$ cat src/design/fit_policy_block_allocator_unit_defines.svh
// Assertion macros used by the fit policy block allocator top level.
`ifndef FIT_POLICY_BLOCK_ALLOCATOR_UNIT_DEFINES_SVH
`define FIT_POLICY_BLOCK_ALLOCATOR_UNIT_DEFINES_SVH

// Same-cycle implication, checked outside reset.
`define FPBA_ASSERT_NOW(name, ante, cons, msg) \
    name: assert property (@(posedge i_clk) disable iff (!i_rst_n) (ante) |-> (cons)) \
        else $error(msg);

// Next-cycle implication, checked outside reset.
`define FPBA_ASSERT_NEXT(name, ante, cons, msg) \
    name: assert property (@(posedge i_clk) disable iff (!i_rst_n) (ante) |=> (cons)) \
        else $error(msg);

`endif

$ cat src/design/fpba_pkg.sv
// Types, constants and codes of the fit policy block allocator.
`default_nettype none

package fpba_pkg;

    localparam int BLOCKS    = 16;
    localparam int SIZE_BITS = 16;

    localparam int IDX_W = (BLOCKS > 1) ? $clog2(BLOCKS) : 1;
    localparam int CNT_W = $clog2(BLOCKS + 1);

    localparam int OPCODE_W   = 1;
    localparam int BIDX_W     = 4;
    localparam int FSIZE_W    = 16;
    localparam int TAG_W      = 8;
    localparam int STATUS_W   = 2;
    localparam int MODE_W     = 2;
    localparam int COUNT_W    = 5;
    localparam int CFG_IDX_W  = 1;
    localparam int CFG_DATA_W = 5;
    localparam int CMP_W      = (SIZE_BITS > FSIZE_W) ? SIZE_BITS : FSIZE_W;

    typedef logic [SIZE_BITS-1:0] t_size;
    typedef logic [IDX_W-1:0]     t_idx;

    typedef enum logic [OPCODE_W-1:0] {
        OP_LOAD  = 1'b0,
        OP_ALLOC = 1'b1
    } t_opcode;

    typedef enum logic [STATUS_W-1:0] {
        STAT_LOADED = 2'd0,
        STAT_PLACED = 2'd1,
        STAT_NOFIT  = 2'd2
    } t_status;

    typedef enum logic [MODE_W-1:0] {
        FIT_FIRST = 2'd0,
        FIT_BEST  = 2'd1,
        FIT_WORST = 2'd2
    } t_fit_mode;

    localparam logic [CFG_IDX_W-1:0] REG_FIT_MODE    = 1'b0;
    localparam logic [CFG_IDX_W-1:0] REG_BLOCK_COUNT = 1'b1;

    localparam logic [COUNT_W-1:0] BLOCK_COUNT_RST = 5'd16;

    typedef enum logic [1:0] {
        S_IDLE = 2'd0,
        S_SCAN = 2'd1,
        S_FIN  = 2'd2
    } t_scan_state;

    typedef struct packed {
        logic  rd_en;
        t_idx  rd_addr;
        logic  wr_en;
        t_idx  wr_addr;
        t_size wr_data;
    } t_ram_req;

    typedef struct packed {
        t_status              status;
        logic [BIDX_W-1:0]    block;
        logic [FSIZE_W-1:0]   remaining;
        logic [TAG_W-1:0]     tag;
    } t_result;

endpackage

`default_nettype wire

$ cat src/design/fpba_in_if.sv
// Request channel: valid/ready handshake with the allocator's input word.
`default_nettype none

interface fpba_in_if;
    import fpba_pkg::*;

    logic                valid;
    logic                ready;
    logic [OPCODE_W-1:0] opcode;
    logic [BIDX_W-1:0]   block_index;
    logic [FSIZE_W-1:0]  size_value;
    logic [TAG_W-1:0]    request_tag;

    modport source (output valid, opcode, block_index, size_value, request_tag,
                    input ready);
    modport sink   (input valid, opcode, block_index, size_value, request_tag,
                    output ready);
endinterface

`default_nettype wire

$ cat src/design/fpba_out_if.sv
// Result channel: valid/ready handshake with the allocator's result word.
`default_nettype none

interface fpba_out_if;
    import fpba_pkg::*;

    logic                valid;
    logic                ready;
    logic [STATUS_W-1:0] status;
    logic [BIDX_W-1:0]   chosen_block;
    logic [FSIZE_W-1:0]  remaining_size;
    logic [TAG_W-1:0]    tag_out;

    modport source (output valid, status, chosen_block, remaining_size, tag_out,
                    input ready);
    modport sink   (input valid, status, chosen_block, remaining_size, tag_out,
                    output ready);
endinterface

`default_nettype wire

$ cat src/design/fpba_table_ram.sv
// Free size table: one write port, one read port with registered read data.
`default_nettype none

module fpba_table_ram (
    input  wire logic              i_clk,
    input  wire fpba_pkg::t_ram_req i_req,
    output fpba_pkg::t_size        o_rd_data
);
    import fpba_pkg::*;

    t_size r_mem [BLOCKS];
    t_size r_rd_data;

    always_ff @(posedge i_clk) begin
        if (i_req.wr_en) begin
            r_mem[i_req.wr_addr] <= i_req.wr_data;
        end
        if (i_req.rd_en) begin
            r_rd_data <= r_mem[i_req.rd_addr];
        end
    end

    assign o_rd_data = r_rd_data;

endmodule

`default_nettype wire

$ cat src/design/fpba_scan.sv
// Sequencer: takes a word, writes a load or scans the table one entry a cycle, writes back the pick.
`default_nettype none

module fpba_scan (
    input  wire logic                        i_clk,
    input  wire logic                        i_rst_n,
    input  wire logic [fpba_pkg::MODE_W-1:0] i_fit_mode,
    input  wire logic [fpba_pkg::COUNT_W-1:0] i_block_count,
    fpba_in_if.sink                          i_in,
    output fpba_pkg::t_ram_req               o_ram_req,
    input  wire fpba_pkg::t_size             i_rd_data,
    output logic                             o_res_valid,
    input  wire logic                        i_res_ready,
    output fpba_pkg::t_result                o_res
);
    import fpba_pkg::*;

    t_scan_state        r_state, n_state;
    logic               r_eval_vld, n_eval_vld;
    t_idx               r_eval_idx, n_eval_idx;
    logic [CNT_W-1:0]   r_issue, n_issue;
    logic [CNT_W-1:0]   r_limit, n_limit;
    logic [FSIZE_W-1:0] r_size, n_size;
    logic [MODE_W-1:0]  r_mode, n_mode;
    logic [TAG_W-1:0]   r_tag, n_tag;
    logic               r_found, n_found;
    t_idx               r_pick, n_pick;
    t_size              r_best, n_best;
    t_status            r_status, n_status;
    logic [BIDX_W-1:0]  r_blk, n_blk;
    logic               r_wr_pend, n_wr_pend;

    logic               fits;
    t_size              left;
    logic               take;
    logic               first_mode;
    logic               issue;
    logic               load_in_range;
    logic [CNT_W-1:0]   limit;

    assign fits = CMP_W'(i_rd_data) >= CMP_W'(r_size);
    assign left = i_rd_data - SIZE_BITS'(r_size);
    assign first_mode = !(r_mode == FIT_BEST || r_mode == FIT_WORST);
    assign load_in_range = 32'(i_in.block_index) < BLOCKS;
    assign limit = (32'(i_block_count) > BLOCKS) ? CNT_W'(BLOCKS)
                                                 : CNT_W'(i_block_count);

    // Pick rule for the entry whose read data is valid this cycle.
    always_comb begin
        case (r_mode)
            FIT_BEST:  take = fits && (!r_found || left < r_best);
            FIT_WORST: take = fits && (!r_found || left > r_best);
            default:   take = fits && !r_found;
        endcase
    end

    always_comb begin
        n_state    = r_state;
        n_eval_vld = r_eval_vld;
        n_eval_idx = r_eval_idx;
        n_issue    = r_issue;
        n_limit    = r_limit;
        n_size     = r_size;
        n_mode     = r_mode;
        n_tag      = r_tag;
        n_found    = r_found;
        n_pick     = r_pick;
        n_best     = r_best;
        n_status   = r_status;
        n_blk      = r_blk;
        n_wr_pend  = r_wr_pend;
        o_ram_req  = '0;
        o_res_valid = 1'b0;
        issue      = 1'b0;
        i_in.ready = (r_state == S_IDLE);

        case (r_state)
            S_IDLE: begin
                if (i_in.valid) begin
                    n_tag = i_in.request_tag;
                    case (i_in.opcode)
                        OP_ALLOC: begin
                            n_size     = i_in.size_value;
                            n_mode     = i_fit_mode;
                            n_limit    = limit;
                            n_issue    = '0;
                            n_found    = 1'b0;
                            n_eval_vld = 1'b0;
                            n_state    = S_SCAN;
                        end
                        default: begin
                            n_status  = STAT_LOADED;
                            n_blk     = i_in.block_index;
                            n_pick    = IDX_W'(i_in.block_index);
                            n_best    = load_in_range ? SIZE_BITS'(i_in.size_value) : '0;
                            n_wr_pend = load_in_range;
                            n_state   = S_FIN;
                        end
                    endcase
                end
            end
            S_SCAN: begin
                // stop issuing reads once first fit has its hit
                issue = (r_issue < r_limit) && !(first_mode && r_found);
                o_ram_req.rd_en   = issue;
                o_ram_req.rd_addr = r_issue[IDX_W-1:0];
                n_issue    = issue ? r_issue + 1'b1 : r_issue;
                n_eval_vld = issue;
                n_eval_idx = r_issue[IDX_W-1:0];
                if (r_eval_vld && take) begin
                    n_found = 1'b1;
                    n_pick  = r_eval_idx;
                    n_best  = left;
                end
                if (!issue && !r_eval_vld) begin
                    n_status  = r_found ? STAT_PLACED : STAT_NOFIT;
                    n_blk     = r_found ? BIDX_W'(r_pick) : '0;
                    n_best    = r_found ? r_best : '0;
                    n_wr_pend = r_found;
                    n_state   = S_FIN;
                end
            end
            S_FIN: begin
                o_res_valid = 1'b1;
                if (i_res_ready) begin
                    o_ram_req.wr_en   = r_wr_pend;
                    o_ram_req.wr_addr = r_pick;
                    o_ram_req.wr_data = r_best;
                    n_state = S_IDLE;
                end
            end
            default: begin
                n_state = S_IDLE;
            end
        endcase
    end

    assign o_res.status    = r_status;
    assign o_res.block     = r_blk;
    assign o_res.remaining = FSIZE_W'(r_best);
    assign o_res.tag       = r_tag;

    always_ff @(posedge i_clk) begin
        if (!i_rst_n) begin
            r_state    <= S_IDLE;
            r_eval_vld <= 1'b0;
        end else begin
            r_state    <= n_state;
            r_eval_vld <= n_eval_vld;
        end
    end

    always_ff @(posedge i_clk) begin
        r_eval_idx <= n_eval_idx;
        r_issue    <= n_issue;
        r_limit    <= n_limit;
        r_size     <= n_size;
        r_mode     <= n_mode;
        r_tag      <= n_tag;
        r_found    <= n_found;
        r_pick     <= n_pick;
        r_best     <= n_best;
        r_status   <= n_status;
        r_blk      <= n_blk;
        r_wr_pend  <= n_wr_pend;
    end

endmodule

`default_nettype wire

$ cat src/design/fit_policy_block_allocator_unit.sv
// Top level of the fit policy block allocator: config registers, sequencer, table, result register.
`default_nettype none

// The unit keeps a table of free sizes, one 16-bit entry per memory block
// (16 entries), in a single-port-read, single-port-write synchronous RAM.
// A load word writes one entry and answers status "loaded" with the stored
// size; an index past the table writes nothing and answers a remaining size
// of zero. An allocate word scans entries 0 to block_count-1 and picks one
// under fit_mode: first fit takes the lowest index that fits, best fit the
// least leftover, worst fit the greatest leftover, ties to the lowest index;
// fit mode 3 acts as first fit and a block_count above 16 acts as 16. The
// pick is reduced by the request and reported with what is left; if nothing
// fits, the status is "no fit", block and remaining size read zero and the
// table is untouched. Entries hold nothing defined until loaded: allocate
// only over loaded entries. Timing: the table has one read port, so a scan
// reads one entry per cycle. A load goes from accept to the result register;
// an allocate steps through accept, one read per scanned entry, the registered
// read data, the close of the scan and the write-back with the result. First
// fit stops reading one entry past its first hit. One word is in work at a
// time; the finished result sits in an output register, so a new word is
// taken while the last result waits.
// Write fit_mode and block_count only while the unit is idle.
module fit_policy_block_allocator_unit (
    input  wire logic                           i_clk,
    input  wire logic                           i_rst_n,
    input  wire logic                           i_cfg_we,
    input  wire logic [fpba_pkg::CFG_IDX_W-1:0]  i_cfg_index,
    input  wire logic [fpba_pkg::CFG_DATA_W-1:0] i_cfg_wdata,
    fpba_in_if.sink                             i_in,
    fpba_out_if.source                          o_out
);
    import fpba_pkg::*;

    `include "fit_policy_block_allocator_unit_defines.svh"

    // configuration registers
    logic [MODE_W-1:0]  r_fit_mode, n_fit_mode;
    logic [COUNT_W-1:0] r_block_count, n_block_count;

    // sequencer to table
    t_ram_req           ram_req;
    t_size              rd_data;

    // sequencer to result register
    logic               res_valid;
    logic               res_ready;
    t_result            res;

    // result register
    logic               r_out_valid, n_out_valid;
    t_result            r_out_res;

    // Decode register writes; unknown indexes drop.
    always_comb begin
        n_fit_mode    = r_fit_mode;
        n_block_count = r_block_count;
        if (i_cfg_we) begin
            case (i_cfg_index)
                REG_FIT_MODE:    n_fit_mode    = i_cfg_wdata[MODE_W-1:0];
                REG_BLOCK_COUNT: n_block_count = i_cfg_wdata[COUNT_W-1:0];
                default: begin
                end
            endcase
        end
    end

    always_ff @(posedge i_clk) begin
        if (!i_rst_n) begin
            r_fit_mode    <= FIT_FIRST;
            r_block_count <= BLOCK_COUNT_RST;
        end else begin
            r_fit_mode    <= n_fit_mode;
            r_block_count <= n_block_count;
        end
    end

    fpba_scan u_scan (
        .i_clk         (i_clk),
        .i_rst_n       (i_rst_n),
        .i_fit_mode    (r_fit_mode),
        .i_block_count (r_block_count),
        .i_in          (i_in),
        .o_ram_req     (ram_req),
        .i_rd_data     (rd_data),
        .o_res_valid   (res_valid),
        .i_res_ready   (res_ready),
        .o_res         (res)
    );

    fpba_table_ram u_table (
        .i_clk     (i_clk),
        .i_req     (ram_req),
        .o_rd_data (rd_data)
    );

    // Result register: load when empty or being drained, hold otherwise.
    assign res_ready = !r_out_valid || o_out.ready;

    always_comb begin
        n_out_valid = r_out_valid;
        if (o_out.ready) begin
            n_out_valid = 1'b0;
        end
        if (res_valid && res_ready) begin
            n_out_valid = 1'b1;
        end
    end

    always_ff @(posedge i_clk) begin
        if (!i_rst_n) begin
            r_out_valid <= 1'b0;
        end else begin
            r_out_valid <= n_out_valid;
        end
    end

    always_ff @(posedge i_clk) begin
        if (res_valid && res_ready) begin
            r_out_res <= res;
        end
    end

    assign o_out.valid          = r_out_valid;
    assign o_out.status         = r_out_res.status;
    assign o_out.chosen_block   = r_out_res.block;
    assign o_out.remaining_size = r_out_res.remaining;
    assign o_out.tag_out        = r_out_res.tag;

    // A taken word keeps the unit busy for at least the next cycle.
    `FPBA_ASSERT_NEXT(a_busy_after_accept, i_in.valid && i_in.ready, !i_in.ready, "ready after accept")
    // The table is never read and written in the same cycle.
    `FPBA_ASSERT_NOW(a_no_rw_overlap, ram_req.rd_en, !ram_req.wr_en, "table read and write overlap")
    // A no-fit result carries block zero and size zero.
    `FPBA_ASSERT_NOW(a_nofit_zero, r_out_valid && r_out_res.status == STAT_NOFIT, r_out_res.block == '0 && r_out_res.remaining == '0, "no-fit result not zeroed")
    // A write-back leaves the result slot filled.
    `FPBA_ASSERT_NEXT(a_wb_sets_out, ram_req.wr_en && res_valid, r_out_valid, "write-back without result")

endmodule

`default_nettype wire

$ cat src/flat_wrapper.sv
// flat-port wrapper written by rule: the top's interface ports become plain ports
module fit_policy_block_allocator_unit_flat import fpba_pkg::*;
  (i_clk, i_rst_n, i_cfg_we, i_cfg_index, i_cfg_wdata, i_in_valid, i_in_opcode, i_in_block_index, i_in_size_value, i_in_request_tag, i_in_ready, o_out_valid, o_out_status, o_out_chosen_block, o_out_remaining_size, o_out_tag_out, o_out_ready);
  fpba_in_if i_in_i ();
  fpba_out_if o_out_i ();
  input  wire logic i_clk;
  input  wire logic i_rst_n;
  input  wire logic i_cfg_we;
  input  wire logic [fpba_pkg::CFG_IDX_W-1:0] i_cfg_index;
  input  wire logic [fpba_pkg::CFG_DATA_W-1:0] i_cfg_wdata;
  input wire logic [$bits(i_in_i.valid)-1:0] i_in_valid;
  input wire logic [$bits(i_in_i.opcode)-1:0] i_in_opcode;
  input wire logic [$bits(i_in_i.block_index)-1:0] i_in_block_index;
  input wire logic [$bits(i_in_i.size_value)-1:0] i_in_size_value;
  input wire logic [$bits(i_in_i.request_tag)-1:0] i_in_request_tag;
  output wire logic [$bits(i_in_i.ready)-1:0] i_in_ready;
  output wire logic [$bits(o_out_i.valid)-1:0] o_out_valid;
  output wire logic [$bits(o_out_i.status)-1:0] o_out_status;
  output wire logic [$bits(o_out_i.chosen_block)-1:0] o_out_chosen_block;
  output wire logic [$bits(o_out_i.remaining_size)-1:0] o_out_remaining_size;
  output wire logic [$bits(o_out_i.tag_out)-1:0] o_out_tag_out;
  input wire logic [$bits(o_out_i.ready)-1:0] o_out_ready;
  assign i_in_i.valid = i_in_valid;
  assign i_in_i.opcode = i_in_opcode;
  assign i_in_i.block_index = i_in_block_index;
  assign i_in_i.size_value = i_in_size_value;
  assign i_in_i.request_tag = i_in_request_tag;
  assign i_in_ready = i_in_i.ready;
  assign o_out_valid = o_out_i.valid;
  assign o_out_status = o_out_i.status;
  assign o_out_chosen_block = o_out_i.chosen_block;
  assign o_out_remaining_size = o_out_i.remaining_size;
  assign o_out_tag_out = o_out_i.tag_out;
  assign o_out_i.ready = o_out_ready;
  fit_policy_block_allocator_unit u_core (.i_clk(i_clk), .i_rst_n(i_rst_n), .i_cfg_we(i_cfg_we), .i_cfg_index(i_cfg_index), .i_cfg_wdata(i_cfg_wdata), .i_in(i_in_i), .o_out(o_out_i));
endmodule
$ cat config.mk
export PLATFORM = sky130hd
export DESIGN_NAME = fit_policy_block_allocator_unit_flat
export DESIGN_NICKNAME = d
export VERILOG_FILES = /design/src/design/fpba_pkg.sv /design/src/design/fpba_in_if.sv /design/src/design/fpba_out_if.sv /design/src/design/fpba_table_ram.sv /design/src/design/fpba_scan.sv /design/src/design/fit_policy_block_allocator_unit.sv /design/src/flat_wrapper.sv
export VERILOG_INCLUDE_DIRS = /design/src /design/src/design
export SDC_FILE = /design/constraint.sdc
export NUM_CORES = 1
export LEC_CHECK = 0
export BUFFER_PORTS_ARGS = -buffer_cell sky130_fd_sc_hd__buf_2
export CORE_UTILIZATION = 60
export DETAILED_ROUTE_END_ITERATION = 10
export PLACE_DENSITY = 0.78
export REMOVE_ABC_BUFFERS = 1
export SLEW_MARGIN = 20
export SYNTH_ARGS = -nofsm -noshare
export SYNTH_HDL_FRONTEND = slang
export SYNTH_HIERARCHICAL = 1
export SYNTH_SLANG_ARGS = --single-unit
$ cat constraint.sdc
create_clock -name i_clk -period 10.1 [get_ports i_clk]
set_input_delay 2.02 -clock i_clk [delete_from_list [all_inputs] [get_ports i_clk]]
set_output_delay 2.02 -clock i_clk [all_outputs]
set_load 0.05 [all_outputs]
==> results.txt <==
----------------------------------------------------
[Clock network]
  Cells resized by post-CTS repair ... 0
  Post-CTS setup-driven buffer insertion count ... 0
  Root buffer selected by CTS ... clkbuf_16
  Buffer depth of the longest clock path ... 3
  Worst-skew pair later-pin latency ... 0.53 ns
  TritonCTS clock tree ... yes
  Number of clock sinks ... 381
  Quantity of hold-fixing buffers added after cts ... 0
  Number of buffers created by CTS ... 39
  Clock transition time at the flip-flop clock pins of the worst setup and hold paths ... 0.06 ns
  Number of H-tree levels ... 2

[Floorplanning]
  Die extent in x ... 164 um
  Height of the die ... ~160 um
  Number of rows created at floorplan ... 58
  Effective utilization at floorplan ... 0.617
  I/O pin count ... 72
  Area inside the core boundary ... 0.0255 mm2
  Overall die area ... 0.0269 mm2

[STA]
  Fmax achieved ... 0.214 GHz
  RSZ-0062 raised after global routing ... false
  Max Transition Viols Final ... 0
  Time the worst path needs with I/O delays and setup ... 4.68 ns
  Worst clock skew ... 0.0237 ns
  Accumulated negative setup slack ... 0 ns
  Endpoints failing setup ... 0
  Hold Vio Cnt, Final ... 0
  Worst slack on hold paths ... roughly 0.42 ns
  Slew of the pin with the lowest slew margin ... 1.14 ns
  Normalized max-slew margin ... 0.242
  Post-route fraction of the period consumed by the critical path ... 0.464

[Placed design]
  Instance area after placement ... about 0.016 mm2
  HPWL Detailed ... 21.9 mm
  Global placement routability congestion ... approximately 0.86
  Count of port buffers added during placement ... 71

[Finish]
  Register area ... roughly 0.011 mm2
  Layout cells sized above 1 ... 0.222
  Final-layout fill cell count ... approximately 1600
  Non-Filler Cell Area, Final ... 0.0177 mm2
  Area Growth Syn to Fin ... 12.6%
  Final Util ... 0.695
  # nets final ... 1084
  Combined area of the multi-input logic cells ... 0.00403 mm2
  Final antenna diode count ... 0

[Power]
  Overall power of the completed layout ... 3790 uW
  Maximum ir drop on the vdd rail ... 263 uV
  Lkg Pwr ... 0.00627 uW
  Power Density ... 214 mW/mm2

[Logic synthesis]
  Number of storage elements in the synthesis netlist ... 381
  Summed instance area of the synthesized netlist ... 0.0157 mm2
  Cell taking the most area after synthesis ... edfxtp_1
  Share of flip-flops with an asynchronous set or reset after synthesis ... 0
  Share of the synthesized area in the top cell type ... 0.707
  Syn Area/Cell ... 17.4 um2
  Synthesis warning total ... 6
  Count of flip-flops with a built-in enable after synthesis ... 370
  Synth area leaders ... edfxtp_1 71%, mux4_2 7.7%, ha_1 3.0%, mux4_1 1.7%, a22oi_1 1.6%
  Gate count of the mapped netlist ... just over 900
  Most common flop cell mapped by yosys ... edfxtp_1
  Number of library cell types mapped by synthesis ... 60
  Part of the Yosys area used for sequential elements ... 0.721

[GRT]
  Via count of the first global-routing pass ... 8569
  Antenna violations before repair ... 0
  Wire length of the first global-routing pass ... 51.5 mm
  Overall routing resource usage ... 0.269
  Overflow left after global routing ... 0
  Largest net degree at the start of global routing ... 65

[Routing]
  Met2 wire length ... 17.3 mm
  Met1 routed wirelength after detailed routing ... 13.6 mm
  Total DRC errors in the routed layout ... 0
  Post-route antenna net violation count ... 0
  Amount of wire on met3 after detailed routing ... 2.75 mm
  Highest routed layer ... met4
  Drt total wl ... 35.1 mm
  Detailed router's first-iteration violation count ... 958
  Detailed-router iteration count before antenna repair ... 7
  Per-cell via count in the routed design ... 6.32
  Total number of vias ... approximately 8600
  Average wire per cell in the routed design ... approximately 26 um

[Critical path]
  Highest net fanout along the worst path ... 16
  Worst-path cell chain ... inv_1 > ha_1 > fa_1 > nand2b_1 > a211oi_1 > o21ai_0 > a21boi_0 > o21a_1 > nor2_1 > ha_1 > nand4_1 > a2111o_1 > nand4_1 > nand3b_1 > o21ai_2
  Crit path capture type ... flop
  Required time at the endpoint of the critical path ... 10.23 ns
  Worst path max stage delay ... between 0.8 and 0.9 ns
  Crit path arrival time ... 4.82 ns
  Crit-path slowest cell ... o21ai_2
  Startpoint types ... flop
  Type of the worst setup path ... reg -> reg

[Worst hold path]
  Type of the tightest min-delay check ... reg -> reg

[Flow run]
  Number of maximum-capacitance violations ... 0

[Outcome]
  Result of the run ... completed

----------------------------------------------------
layer usage:
layer | global-route usage | up-vias
li1 | - | 3769
met1 | 0.365 | 4386
met2 | 0.433 | 393
met3 | 0.0477 | 82
met4 | 0.119 | 0
met5 | 0 | -
synth_stat cells (4+ instances only):
cell type	number
nand4_1	8
a21oi_1	22
mux2i_1	4
mux4_1	10
a22oi_1	33
buf_6	6
clkbuf_1	16
and2_1	11
buf_4	4
inv_1	49
nand2_1	64
o21ai_1	4
o21a_1	6
nor3_1	7
mux4_2	54
o21ai_0	17
a22o_1	10
nor2_1	38
a31oi_1	5
nand2b_1	7
xnor2_1	7
nand3_1	7
and3_1	23
nor2b_1	9
nand3b_1	4
edfxtp_1	370
ha_1	38
xor2_1	6
dfxtp_1	11
buf_1	5
per-stage QoR:
stage,worst slack [ns],std cells
3_5_place_dp,5.47,1294
4_1_cts,5.42,1365
2_1_floorplan,4.80,869
6_report,5.42,1365
3_3_place_gp,5.50,1294
5_1_grt,5.03,1365
flip-flops by register name, indices dropped and copies added, names as in the netlist, 5 cells and up:
register                     count
u_core/o_out.tag_out             8
u_core/o_out.remaining_size     16
u_core/u_table/r_mem           256
u_core/r_block_count             5
u_core/u_scan/r_best            16
u_core/u_scan/r_issue            5
u_core/u_scan/r_size            16
u_core/u_scan/r_tag              8
u_core/u_scan/r_limit            5
u_core/u_table/o_rd_data        16
report_power, final:
group | switching [uW] | internal [uW]
Sequential | 38.7 | 1840
Combinational | 361 | 202
Clock | 581 | 776
Total | 981 | 2810
worst max-delay path, delay by kind of cell (launching register included):
family,cells,cell delay (ns)
fa+ha+maj,3,0.98
simple gates,5,0.70
buf+inv,1,0.09
flops,1,0.32
compound gates,6,2.20
cells in the final DEF, fill, tap and decap left out, drive strengths merged, types with 3 or more instances in the layout:
master  count
a21oi      22
nand3       7
a211oi      3
o21ai      21
ha         38
o211ai      3
o21a        6
buf        95
a22o       10
nor2b      10
dfxtp      11
and3       23
nor3b       3
nor2       39
a22oi      33
and2       13
clkinv     23
a21boi      3
inv        51
nor3        7
a31oi       5
a21o        4
or3         3
edfxtp    370
nand3b      4
xor2        6
nand2      64
mux4       64
mux2i       4
nand4       8
nand2b      7
o41ai       3
or2         3
clkbuf     42
xnor2       7
path summary, 6_finish.rpt:
kind                                     from                      end  slack [ns]  cells after the start
hold reg to reg     u_core/u_scan/r_status[0]   u_core/o_out.status[0]        0.42                      0
setup reg to reg  u_core/u_table/o_rd_data[0]  u_core/u_scan/r_best[9]        5.42                     15
hold / removal      u_core/u_scan/r_status[0]   u_core/o_out.status[0]        0.42                      0
setup / recovery  u_core/u_table/o_rd_data[0]  u_core/u_scan/r_best[9]        5.42                     15
area by class of cell:
class                   instances  area share
clock buffers                  42      0.0570
multi-input cells             439       0.228
repair buffers                 95      0.0302
well taps                     330      0.0233
inverters                      49      0.0104
clock inverters                29      0.0114
flip-flops and latches        381       0.640
cell families after synthesis:
logic type | count (synthesis) | synth area share
muxes | 68 | 0.0966
adders and majority gates | 39 | 0.0315
DFF | 381 | 0.721
xor gates and xnor gates | 13 | 0.00724
AOI/OAI and AO/OA | 124 | 0.0553
and+or+nand+nor | 195 | 0.0630
buffers and inverters | 85 | 0.0256
Note: power is estimated with default switching activity, not from simulation.
